File: config.mk
export PLATFORM = sky130hd
export DESIGN_NAME = button_press_classifier_knob_smoother_flat
export DESIGN_NICKNAME = d
export VERILOG_FILES = /design/src/hdl/bpc_pkg.sv /design/src/hdl/bpc_if.sv /design/src/hdl/button_press_classifier_knob_smoother.sv /design/src/flat_wrapper.sv
export SDC_FILE = /design/constraint.sdc
export NUM_CORES = 2
export LEC_CHECK = 0
export BUFFER_PORTS_ARGS = -buffer_cell sky130_fd_sc_hd__buf_4
export CAP_MARGIN = 5
export CORE_MARGIN = 1
export CORE_UTILIZATION = 60
export CTS_BUF_LIST = sky130_fd_sc_hd__clkbuf_16
export CTS_CLUSTER_DIAMETER = 150
export CTS_CLUSTER_SIZE = 16
export DETAILED_ROUTE_END_ITERATION = 16
export HOLD_SLACK_MARGIN = 0.1
export PLACE_DENSITY_LB_ADDON = 0.1
export RECOVER_POWER = 50
export SETUP_SLACK_MARGIN = 0.15
export SLEW_MARGIN = 20
export SYNTH_ARGS = -nofsm -noshare
export SYNTH_HDL_FRONTEND = slang
export SYNTH_SLANG_ARGS = --single-unit
File: constraint.sdc
create_clock -name i_clk -period 18.3 [get_ports i_clk]
set_clock_uncertainty 0.1 [all_clocks]
set_input_delay 2.745 -clock i_clk [delete_from_list [all_inputs] [get_ports i_clk]]
set_output_delay 2.745 -clock i_clk [all_outputs]
set_load 0.01 [all_outputs]
File: src/hdl/bpc_pkg.sv
`timescale 1ns / 1ps
// bpc_pkg: constants, types and register codes for the button press classifier
// and knob smoother; no dependencies, used by the interfaces and the top level

package bpc_pkg;

    // switch count, tracking stops at sixteen
    localparam int NUM_SWITCHES = 10;
    localparam int SW_LIMIT     = (NUM_SWITCHES > 16) ? 16 : NUM_SWITCHES;

    // fixed field widths
    localparam int TIME_W    = 32;
    localparam int FIELD_W   = 10;
    localparam int KNOB_W    = 10;
    localparam int CFG_IDX_W = 8;

    // knob smoother: floor((19*v + s) / 20) as a reciprocal multiply
    localparam int KNOB_SUM_W   = KNOB_W + 5;
    localparam int DIV20_SHIFT  = 20;
    localparam int DIV20_MUL_W  = 16;
    localparam int KNOB_PROD_W  = KNOB_SUM_W + DIV20_MUL_W;
    localparam logic [DIV20_MUL_W-1:0] DIV20_MUL = 16'd52429;

    typedef logic [SW_LIMIT-1:0] t_sw_mask;
    typedef logic [TIME_W-1:0]   t_time;
    typedef logic [FIELD_W-1:0]  t_field;
    typedef logic [KNOB_W-1:0]   t_knob;

    // configuration register indexes
    typedef enum logic [CFG_IDX_W-1:0] {
        CFG_PRESS_THR = 8'd0,
        CFG_LONG_THR  = 8'd1
    } t_cfg_reg;

    localparam t_time PRESS_THR_RESET = 32'd50000;
    localparam t_time LONG_THR_RESET  = 32'd1000000;

endpackage

File: src/hdl/bpc_if.sv
`timescale 1ns / 1ps
// bpc_if: valid/ready channel interfaces for scan items, results and register writes
// depends on bpc_pkg for field widths

interface bpc_in_if;
    logic                 valid;
    logic                 ready;
    bpc_pkg::t_time       now_us;
    bpc_pkg::t_field      switch_levels;
    bpc_pkg::t_field      ignore_set;
    bpc_pkg::t_knob       knob_sample;

    modport source (output valid, output now_us, output switch_levels,
                    output ignore_set, output knob_sample, input ready);
    modport sink   (input valid, input now_us, input switch_levels,
                    input ignore_set, input knob_sample, output ready);
endinterface

interface bpc_out_if;
    logic                 valid;
    logic                 ready;
    bpc_pkg::t_field      pressed_mask;
    bpc_pkg::t_field      long_pressed_mask;
    bpc_pkg::t_field      held_mask;
    bpc_pkg::t_knob       knob_value;
    logic                 knob_changed;

    modport source (output valid, output pressed_mask, output long_pressed_mask,
                    output held_mask, output knob_value, output knob_changed,
                    input ready);
    modport sink   (input valid, input pressed_mask, input long_pressed_mask,
                    input held_mask, input knob_value, input knob_changed,
                    output ready);
endinterface

interface bpc_cfg_if;
    logic                                valid;
    logic                                ready;
    logic [bpc_pkg::CFG_IDX_W-1:0]       index;
    bpc_pkg::t_time                      data;

    modport source (output valid, output index, output data, input ready);
    modport sink   (input valid, input index, input data, output ready);
endinterface

File: src/hdl/button_press_classifier_knob_smoother.sv
`timescale 1ns / 1ps
// button_press_classifier_knob_smoother: top level, switch press timing and knob filter
// depends on bpc_pkg and the channel interfaces in bpc_if.sv
//
//  channel  | dir | port   | payload
//  ---------+-----+--------+-----------------------------------------------------
//  scan     | in  | i_in   | now_us, switch_levels, ignore_set, knob_sample
//  result   | out | o_out  | pressed_mask, long_pressed_mask, held_mask,
//           |     |        | knob_value, knob_changed
//  config   | in  | i_cfg  | index (0 press threshold, 1 long threshold), data
//
// result registered after the input register and evaluate stage; one item per cycle
// unstalled, set by the single evaluate stage that reads and updates switch/knob state
// synchronous active-low reset clears state, thresholds return to defaults
// a stalled result holds in the output register; the input register still fills,
// and takes a new item in the same cycle the stalled result is transferred
// config writes are always taken, one per cycle

module button_press_classifier_knob_smoother (
    input  logic          i_clk,
    input  logic          i_rst_n,
    bpc_in_if.sink        i_in,
    bpc_out_if.source     o_out,
    bpc_cfg_if.sink       i_cfg
);

    // thresholds
    bpc_pkg::t_time r_press_thr;
    bpc_pkg::t_time r_long_thr;

    // input register
    logic             r_s1_vld;
    bpc_pkg::t_time   r_now;
    bpc_pkg::t_field  r_levels;
    bpc_pkg::t_field  r_ign_set;
    bpc_pkg::t_knob   r_sample;

    // tracked state
    bpc_pkg::t_sw_mask r_held;
    bpc_pkg::t_sw_mask r_ignore;
    bpc_pkg::t_time    r_start [bpc_pkg::SW_LIMIT];
    bpc_pkg::t_knob    r_knob;

    // result register
    logic             r_out_vld;
    bpc_pkg::t_field  r_out_short;
    bpc_pkg::t_field  r_out_long;
    bpc_pkg::t_field  r_out_held;
    bpc_pkg::t_knob   r_out_knob;
    logic             r_out_chg;

    // evaluate-stage logic
    logic              adv;
    bpc_pkg::t_sw_mask down;
    bpc_pkg::t_sw_mask ign_all;
    bpc_pkg::t_sw_mask rise;
    bpc_pkg::t_sw_mask fall;
    bpc_pkg::t_sw_mask judge;
    bpc_pkg::t_sw_mask short_m;
    bpc_pkg::t_sw_mask long_m;
    bpc_pkg::t_sw_mask n_ignore;
    logic [bpc_pkg::SW_LIMIT+bpc_pkg::FIELD_W-1:0] levels_pad;
    logic [bpc_pkg::SW_LIMIT+bpc_pkg::FIELD_W-1:0] ign_pad;
    logic [bpc_pkg::SW_LIMIT+bpc_pkg::FIELD_W-1:0] short_pad;
    logic [bpc_pkg::SW_LIMIT+bpc_pkg::FIELD_W-1:0] long_pad;
    logic [bpc_pkg::SW_LIMIT+bpc_pkg::FIELD_W-1:0] held_pad;
    logic [bpc_pkg::KNOB_SUM_W-1:0]  knob_sum;
    logic [bpc_pkg::KNOB_PROD_W-1:0] knob_prod;
    bpc_pkg::t_knob    n_knob;

    // evaluate stage fires when the result register is free or being emptied
    assign adv         = r_s1_vld && (!r_out_vld || o_out.ready);
    assign i_in.ready  = !r_s1_vld || adv;
    assign i_cfg.ready = 1'b1;

    assign o_out.valid             = r_out_vld;
    assign o_out.pressed_mask      = r_out_short;
    assign o_out.long_pressed_mask = r_out_long;
    assign o_out.held_mask         = r_out_held;
    assign o_out.knob_value        = r_out_knob;
    assign o_out.knob_changed      = r_out_chg;

    // switches past the input width read level zero, i.e. held
    assign levels_pad = {{bpc_pkg::SW_LIMIT{1'b0}}, r_levels};
    assign ign_pad    = {{bpc_pkg::SW_LIMIT{1'b0}}, r_ign_set};
    assign down       = ~levels_pad[bpc_pkg::SW_LIMIT-1:0];
    assign ign_all    = r_ignore | ign_pad[bpc_pkg::SW_LIMIT-1:0];

    assign rise     = down & ~r_held;
    assign fall     = r_held & ~down;
    // a release with its ignore bit set is swallowed and clears the bit
    assign judge    = fall & ~ign_all;
    assign n_ignore = ign_all & ~fall;

    // per-switch duration compare, wrapping subtraction
    always_comb begin
        for (int i = 0; i < bpc_pkg::SW_LIMIT; i++) begin
            short_m[i] = judge[i] && ((r_now - r_start[i]) > r_press_thr);
            long_m[i]  = judge[i] && ((r_now - r_start[i]) > r_long_thr);
        end
    end

    assign short_pad = {{bpc_pkg::FIELD_W{1'b0}}, short_m};
    assign long_pad  = {{bpc_pkg::FIELD_W{1'b0}}, long_m};
    assign held_pad  = {{bpc_pkg::FIELD_W{1'b0}}, down};

    // 19*v as shift-add, then divide by 20 through the reciprocal
    assign knob_sum  = ({5'd0, r_knob} << 4) + ({5'd0, r_knob} << 1)
                     + {5'd0, r_knob} + {5'd0, r_sample};
    assign knob_prod = {{bpc_pkg::DIV20_MUL_W{1'b0}}, knob_sum}
                     * {{bpc_pkg::KNOB_SUM_W{1'b0}}, bpc_pkg::DIV20_MUL};
    assign n_knob    = knob_prod[bpc_pkg::DIV20_SHIFT +: bpc_pkg::KNOB_W];

    // threshold registers
    always_ff @(posedge i_clk) begin
        if (!i_rst_n) begin
            r_press_thr <= bpc_pkg::PRESS_THR_RESET;
            r_long_thr  <= bpc_pkg::LONG_THR_RESET;
        end else if (i_cfg.valid) begin
            unique case (i_cfg.index)
                bpc_pkg::CFG_PRESS_THR: r_press_thr <= i_cfg.data;
                bpc_pkg::CFG_LONG_THR:  r_long_thr  <= i_cfg.data;
                default: ;
            endcase
        end
    end

    // input register
    always_ff @(posedge i_clk) begin
        if (!i_rst_n) begin
            r_s1_vld <= 1'b0;
        end else if (i_in.ready) begin
            r_s1_vld <= i_in.valid;
        end
    end

    always_ff @(posedge i_clk) begin
        if (i_in.valid && i_in.ready) begin
            r_now     <= i_in.now_us;
            r_levels  <= i_in.switch_levels;
            r_ign_set <= i_in.ignore_set;
            r_sample  <= i_in.knob_sample;
        end
    end

    // tracked state, updated once per evaluated item
    always_ff @(posedge i_clk) begin
        if (!i_rst_n) begin
            r_held   <= '0;
            r_ignore <= '0;
            r_knob   <= '0;
            for (int i = 0; i < bpc_pkg::SW_LIMIT; i++) begin
                r_start[i] <= '0;
            end
        end else if (adv) begin
            r_held   <= down;
            r_ignore <= n_ignore;
            r_knob   <= n_knob;
            for (int i = 0; i < bpc_pkg::SW_LIMIT; i++) begin
                if (rise[i]) begin
                    r_start[i] <= r_now;
                end
            end
        end
    end

    // result register
    always_ff @(posedge i_clk) begin
        if (!i_rst_n) begin
            r_out_vld <= 1'b0;
        end else if (adv) begin
            r_out_vld <= 1'b1;
        end else if (o_out.ready) begin
            r_out_vld <= 1'b0;
        end
    end

    always_ff @(posedge i_clk) begin
        if (adv) begin
            r_out_short <= short_pad[bpc_pkg::FIELD_W-1:0];
            r_out_long  <= long_pad[bpc_pkg::FIELD_W-1:0];
            r_out_held  <= held_pad[bpc_pkg::FIELD_W-1:0];
            r_out_knob  <= n_knob;
            r_out_chg   <= (n_knob != r_knob);
        end
    end

endmodule

File: src/flat_wrapper.sv
// flat-port wrapper written by rule: the top's interface ports become plain ports
module button_press_classifier_knob_smoother_flat 
  (i_clk, i_rst_n, i_in_valid, i_in_now_us, i_in_switch_levels, i_in_ignore_set, i_in_knob_sample, i_in_ready, o_out_valid, o_out_pressed_mask, o_out_long_pressed_mask, o_out_held_mask, o_out_knob_value, o_out_knob_changed, o_out_ready, i_cfg_valid, i_cfg_index, i_cfg_data, i_cfg_ready);
  bpc_in_if i_in_i ();
  bpc_out_if o_out_i ();
  bpc_cfg_if i_cfg_i ();
  input  logic i_clk;
  input  logic i_rst_n;
  input wire logic [$bits(i_in_i.valid)-1:0] i_in_valid;
  input wire logic [$bits(i_in_i.now_us)-1:0] i_in_now_us;
  input wire logic [$bits(i_in_i.switch_levels)-1:0] i_in_switch_levels;
  input wire logic [$bits(i_in_i.ignore_set)-1:0] i_in_ignore_set;
  input wire logic [$bits(i_in_i.knob_sample)-1:0] i_in_knob_sample;
  output wire logic [$bits(i_in_i.ready)-1:0] i_in_ready;
  output wire logic [$bits(o_out_i.valid)-1:0] o_out_valid;
  output wire logic [$bits(o_out_i.pressed_mask)-1:0] o_out_pressed_mask;
  output wire logic [$bits(o_out_i.long_pressed_mask)-1:0] o_out_long_pressed_mask;
  output wire logic [$bits(o_out_i.held_mask)-1:0] o_out_held_mask;
  output wire logic [$bits(o_out_i.knob_value)-1:0] o_out_knob_value;
  output wire logic [$bits(o_out_i.knob_changed)-1:0] o_out_knob_changed;
  input wire logic [$bits(o_out_i.ready)-1:0] o_out_ready;
  input wire logic [$bits(i_cfg_i.valid)-1:0] i_cfg_valid;
  input wire logic [$bits(i_cfg_i.index)-1:0] i_cfg_index;
  input wire logic [$bits(i_cfg_i.data)-1:0] i_cfg_data;
  output wire logic [$bits(i_cfg_i.ready)-1:0] i_cfg_ready;
  assign i_in_i.valid = i_in_valid;
  assign i_in_i.now_us = i_in_now_us;
  assign i_in_i.switch_levels = i_in_switch_levels;
  assign i_in_i.ignore_set = i_in_ignore_set;
  assign i_in_i.knob_sample = i_in_knob_sample;
  assign i_in_ready = i_in_i.ready;
  assign o_out_valid = o_out_i.valid;
  assign o_out_pressed_mask = o_out_i.pressed_mask;
  assign o_out_long_pressed_mask = o_out_i.long_pressed_mask;
  assign o_out_held_mask = o_out_i.held_mask;
  assign o_out_knob_value = o_out_i.knob_value;
  assign o_out_knob_changed = o_out_i.knob_changed;
  assign o_out_i.ready = o_out_ready;
  assign i_cfg_i.valid = i_cfg_valid;
  assign i_cfg_i.index = i_cfg_index;
  assign i_cfg_i.data = i_cfg_data;
  assign i_cfg_ready = i_cfg_i.ready;
  button_press_classifier_knob_smoother u_core (.i_clk(i_clk), .i_rst_n(i_rst_n), .i_in(i_in_i), .o_out(o_out_i), .i_cfg(i_cfg_i));
endmodule
# Yosys cells after proc, flatten, opt, wreduce, memory -nomap -nowiden
# Memory sizes are Yosys's and may differ from the RTL's.
# Index checks and enable logic that the tools add are counted.
# W data, S select, Z words.
[op_classes]
add_sub_neg = 13
multipliers = 1
n_lt_le_gt_ge = 20
eq_ne = 2
mux = 53
bitwise_logic = 20
n_reduce_logical = 30
[ops]
columns = ["operator", "count"]
rows = [
  ["$gt A32 B32 Y1", 20],
  ["$mux W32", 10],
  ["$sub A32 B32 Y32", 10],
  ["$not A10 Y10", 5],
  ["$mux W1", 43],
  ["$and A10 B10 Y10", 4],
  ["$add A15 B10 Y15", 2],
  ["$mul A15 B16 Y30 const B", 1],
  ["$logic_and A1 B1 Y1", 22],
  ["$add A14 B11 Y15", 1],
  ["$ne A10 B10 Y1", 1],
  ["$or A1 B1 Y1", 10],
  ["$or A10 B10 Y10", 1],
  ["$eq A8 B1 Y1 const B", 1],
  ["$logic_not A8 Y1", 1],
  ["$reduce_and A2 Y1", 2],
  ["$logic_not A1 Y1", 2],
  ["$logic_or A1 B1 Y1", 2],
  ["$reduce_bool A2 Y1", 1],
]
[totals]
regBits = 199
ramBits = 320
input_bits = 107
out_inout_bits = 44
word_cells = 156
mem_count = 1
[mem_list]
columns = ["name", "words", "width", "read_ports", "rd_ports_with_merged_regs", "wr", "line_no", "source"]
rows = [
  ["u_core.r_start", 10, 32, 10, 0, 10, "button_press_classifier_knob_smoother.sv:41", "bpc_pkg::t_time r_start [bpc_pkg::SW_LIMIT];"],
]

# Longest topological paths before layout
[logic_depth]
ltp_word = 7
depth_mapped = 37
ltp_nobuf = 37

# Least setup slack after synthesis
# Ideal clock, no wire load.
[synth_path]
path_type = "register -> register"
from = "register u_core.r_knob[0]"
to = "register u_core.r_out_chg (netlist: u_core.o_out.knob_changed), data pin"
setup_time_ns = 0.266
arrival_ns = 8.300
slack_ns = 9.634
stages_incl_launch_ff = 35
path_buffers = 0
period_less_slack_ns = 8.666
path_cell_list = "dfxtp_1 inv_1 fa_1 inv_1 fa_1 ha_1 nor2b_1 o21ai_1 a21boi_1 o21a_1 o311a_1 o31a_1 o21ai_1 nand2_1 xnor2_1 fa_1 inv_1 fa_1 fa_1 inv_1 fa_1 inv_1 fa_1 inv_1 ha_1 and3_1 and3_1 a32oi_1 nand2_1 a21o_1 a21oi_1 nand4b_1 nand4_1 a2111oi_2 nand3_1"
[synth_via]
elab_chain_len = 5
[synth_rtl]
columns = ["element", "line_no", "source"]
rows = [
  ["start: declaration", "button_press_classifier_knob_smoother.sv:42", "bpc_pkg::t_knob r_knob;"],
  ["start signal: assignment", "button_press_classifier_knob_smoother.sv:158", "r_knob <= n_knob;"],
  ["$add A14 B11 Y15", "button_press_classifier_knob_smoother.sv:108", "assign knob_sum = ({5'd0, r_knob} << 4) + ({5'd0, r_knob} << 1)"],
  ["$add A15 B10 Y15 (2 in series)", "button_press_classifier_knob_smoother.sv:109", "+ {5'd0, r_knob} + {5'd0, r_sample};"],
  ["$mul A15 B16 Y30", "button_press_classifier_knob_smoother.sv:111", "* {{bpc_pkg::KNOB_SUM_W{1'b0}}, bpc_pkg::DIV20_MUL};"],
  ["$ne A10 B10 Y1 *", "button_press_classifier_knob_smoother.sv:184", "r_out_chg <= (n_knob != r_knob);"],
  ["end signal: assignment", "button_press_classifier_knob_smoother.sv:184", ""],
  ["end: declaration", "button_press_classifier_knob_smoother.sv:50", "logic r_out_chg;"],
]
# Mark *: on every way between the ends. The rest lies on a longest branch, timed or not.
# A chain may end at the register's enable or synchronous reset.

# Worst setup path in the final report
[layout_path]
from = "register u_core.r_knob[4]"
to = "register u_core.r_out_chg (netlist: u_core.o_out.knob_changed), data pin"
# The elaborated chain is that of the path after synthesis.

==> results.tsv <==
stage	metric	value	unit
worst_setup_path	Setup crit start kind	flop	
clocking	Post CTS Setup Buffer Count	0	
yosys	syn nets	6920	
route	vias per std cell	6.12	
sta	Final Cycle Share	52.8	%
route	drt first pass iters	5	
clocking	Clock Pin Slew Worst Setup and Hold Paths	0.07	ns
placed_design	IO Port Bufs	149	
worst_setup_path	Crit Path Class	reg -> reg	
floorplan	die height	299	um
finish	final core occ	65.2	%
route	1st-iter DRT viols	2551	
clocking	clk sinks	519	
floorplan	Die Area	89300	sq um
yosys	post-synthesis sequential area ratio	27.7	%
clocking	clk buf depth	3	
worst_setup_path	delay-heaviest family, CP	adder cells	
worst_setup_path	Worst path max stage delay	0.61	ns
clocking	htree depth	2	
global_route	vias in the first global route	42600	
global_route	initial antenna violation count	2	
route	via count	42900	
floorplan	Die Wd	299	um
global_route	first-pass GRT wire length	232000	um
job	max cap viols	14	
route	Routed WL	150000	um
placed_design	GP Congestion	0.937	
worst_setup_path	worst path required time	18.53	ns
floorplan	area of the core	87000	sq um
sta	slew of the pin with the lowest slew margin	3.30	ns
finish	ANT cells	0	
yosys	Avg Cell Area, Syn	9.35	sq um
yosys	Post-Syn Instances	5655	
sta	Tmin final	9.67	ns
finish	fillers	7369	
yosys	Synth warnings	0	
placed_design	Cells after DPL	6949	
worst_setup_path	WP buf/inv	6	
run_status	failing checks	capacitance limit, slew limit	
yosys	number of enable flip-flop cells after synthesis	423	
sta	Rel. slew slack	-120	%
run_status	outcome	finished, violations left	
global_route	GRT overflow	0	
sta	Final Max Tran Viols	519	
route	post-route DRC violation count	0	
finish	synthesis-to-layout area growth	7.26	%
yosys	Synth Flop Type	edfxtp_1	
worst_setup_path	cell mode on critical path	fa_1	
sta	Hold Violations, Final	0	
placed_design	DP Wirelength	117000	um
sta	fmax	103	MHz
sta	Final TNS setup	0	ns
yosys	Async SR Flop Fraction	0	%
sta	WHS	0.367	ns
floorplan	initial core utilization	60.8	%
finish	fin cells	7012	
route	final antenna-violating net count	0	
route	WL/cell	21.4	um
clocking	Clk Tree Root Cell	clkbuf_16	
sta	Final setup violation count	0	
floorplan	row count	108	
clocking	CTS hold repair buffers	0	
clocking	post_cts resized	0	
sta	RSZ-0062 raised after global routing	no	
yosys	number of synthesized register bits	519	
worst_setup_path	crit path max-delay cell type	fa_1	
finish	fin nets	7099	
floorplan	io pins	151	
global_route	largest net degree at the start of global routing	71	
finish	ratio of cells with drive above 1 in the final layout	4.87	%
clocking	Worst-Skew Late Latency	0.61	ns
worst_setup_path	Max Fanout on Critical Path	4	
clocking	CTS tree	built	
yosys	synthesized cell area	52900	sq um
yosys	Synth cell types	91	
worst_setup_path	CP endpoint kind	flop	
worst_setup_path	Worst EP arrival	9.90	ns
global_route	Tot GR Track Use	33.3	%
min_path	Hold Path Class	reg -> reg	
clocking	Num CTS Buffers	38	
-- flip-flops by register name, summed over array words and instances, names as in the netlist, 32 cells and up --
signal and count:
u_core.r_long_thr 32, u_core.r_now 32, u_core.r_start 320, u_core.r_press_thr 32
-- per-stage QoR --
stage                     instance area (sq um)  worst slack [ns]
final                                     56700              8.63
after global routing                      56700              8.12
after CTS                                 56900              8.65
after detailed placement                  55900              8.70
after global placement                    55900              8.79
after floorplan                           52900              9.63
-- cell usage in the layout (no fill, tap or decap), types with 27 or more instances in the layout --
cell / count
o211ai_1: 35
xnor2_1: 236
nand4_1: 172
a21boi_0: 71
and2_1: 322
nand3_1: 61
a31oi_1: 38
a211oi_1: 29
ha_1: 1074
o21bai_1: 36
o21ai_1: 27
edfxtp_1: 423
clkbuf_4: 60
or3_1: 33
nor2b_1: 112
buf_4: 98
a21o_1: 302
clkbuf_16: 39
fa_1: 84
nor2_1: 235
inv_1: 616
nor3_1: 60
o21ai_0: 223
dfxtp_1: 96
nand2_1: 305
o21a_1: 176
a21oi_1: 391
clkbuf_1: 59
nand2b_1: 75
and3_1: 33
xor2_1: 83
-- synth_stat cells (34+ instances only) --
cell | number | area, sq um
and2_1 | 323 | 2020
o21ai_0 | 223 | 1120
o21a_1 | 176 | 1320
nand3_1 | 61 | 305
and3_1 | 34 | 213
nor3_1 | 70 | 350
o21bai_1 | 36 | 270
inv_1 | 595 | 2230
nor2_1 | 235 | 882
nor2b_1 | 113 | 707
clkbuf_1 | 74 | 278
o211ai_1 | 35 | 263
a21oi_1 | 391 | 1960
nand4_1 | 172 | 1080
nand2_1 | 306 | 1150
nand2b_1 | 76 | 475
xor2_1 | 83 | 727
a21o_1 | 302 | 2270
dfxtp_1 | 96 | 1920
a21boi_0 | 71 | 533
edfxtp_1 | 423 | 12700
xnor2_1 | 236 | 2070
a31oi_1 | 38 | 238
fa_1 | 84 | 1680
ha_1 | 1074 | 13400
-- worst min-delay path, stage by stage (launching register included) --
cell and delay (ns):
dfxtp_1 0.31, nand2_1 0.05, a21boi_0 0.06
-- per-layer routing --
metal	vias to the layer above	GRT usage, %	share of wire, %
met2	1185	57.0	47
met5	-	0	0
met3	342	3.66	5.3
li1	20800	-	-
met4	0	14.7	4.8
met1	20600	42.2	43
-- path summary, 6_finish.rpt --
kind                               start                         to  cells past startpoint  slack (ns)
setup / recovery        u_core.r_knob[4]  u_core.o_out.knob_changed                     34        8.63
hold / removal    u_core.r_press_thr[29]     u_core.r_press_thr[29]                      2        0.37
setup reg to reg        u_core.r_knob[4]  u_core.o_out.knob_changed                     34        8.63
hold reg to reg   u_core.r_press_thr[29]     u_core.r_press_thr[29]                      2        0.37
-- layout make-up --
class	count	area, sq um	share of cell area [%]
Clock buffer	39	976	1.72
Clock inverter	24	103	0.181
Inverter	595	2230	3.94
Multi-Input combinational cell	4463	35900	63.3
Sequential cell	519	14600	25.8
Tap cell	1155	1450	2.55
Timing Repair Buffer	217	1410	2.48
-- cell families (layout without fill, tap and decap cells) --
group                      Yosys count  in the layout  synth area share (%)
DFF                                519            519                  27.7
xor gates and xnor gates           321            321                  5.36
buffers and inverters              673            875                  4.78
and+or+nand+nor                   1494           1494                  15.0
adders and majority gates         1158           1158                  28.6
AOI/OAI and AO/OA                 1489           1489                  18.7
other                                1              1               0.00709
Power is left out: the tool's default activity adds up to more than one toggle a clock period on the data nets, which glitch-free logic cannot reach.
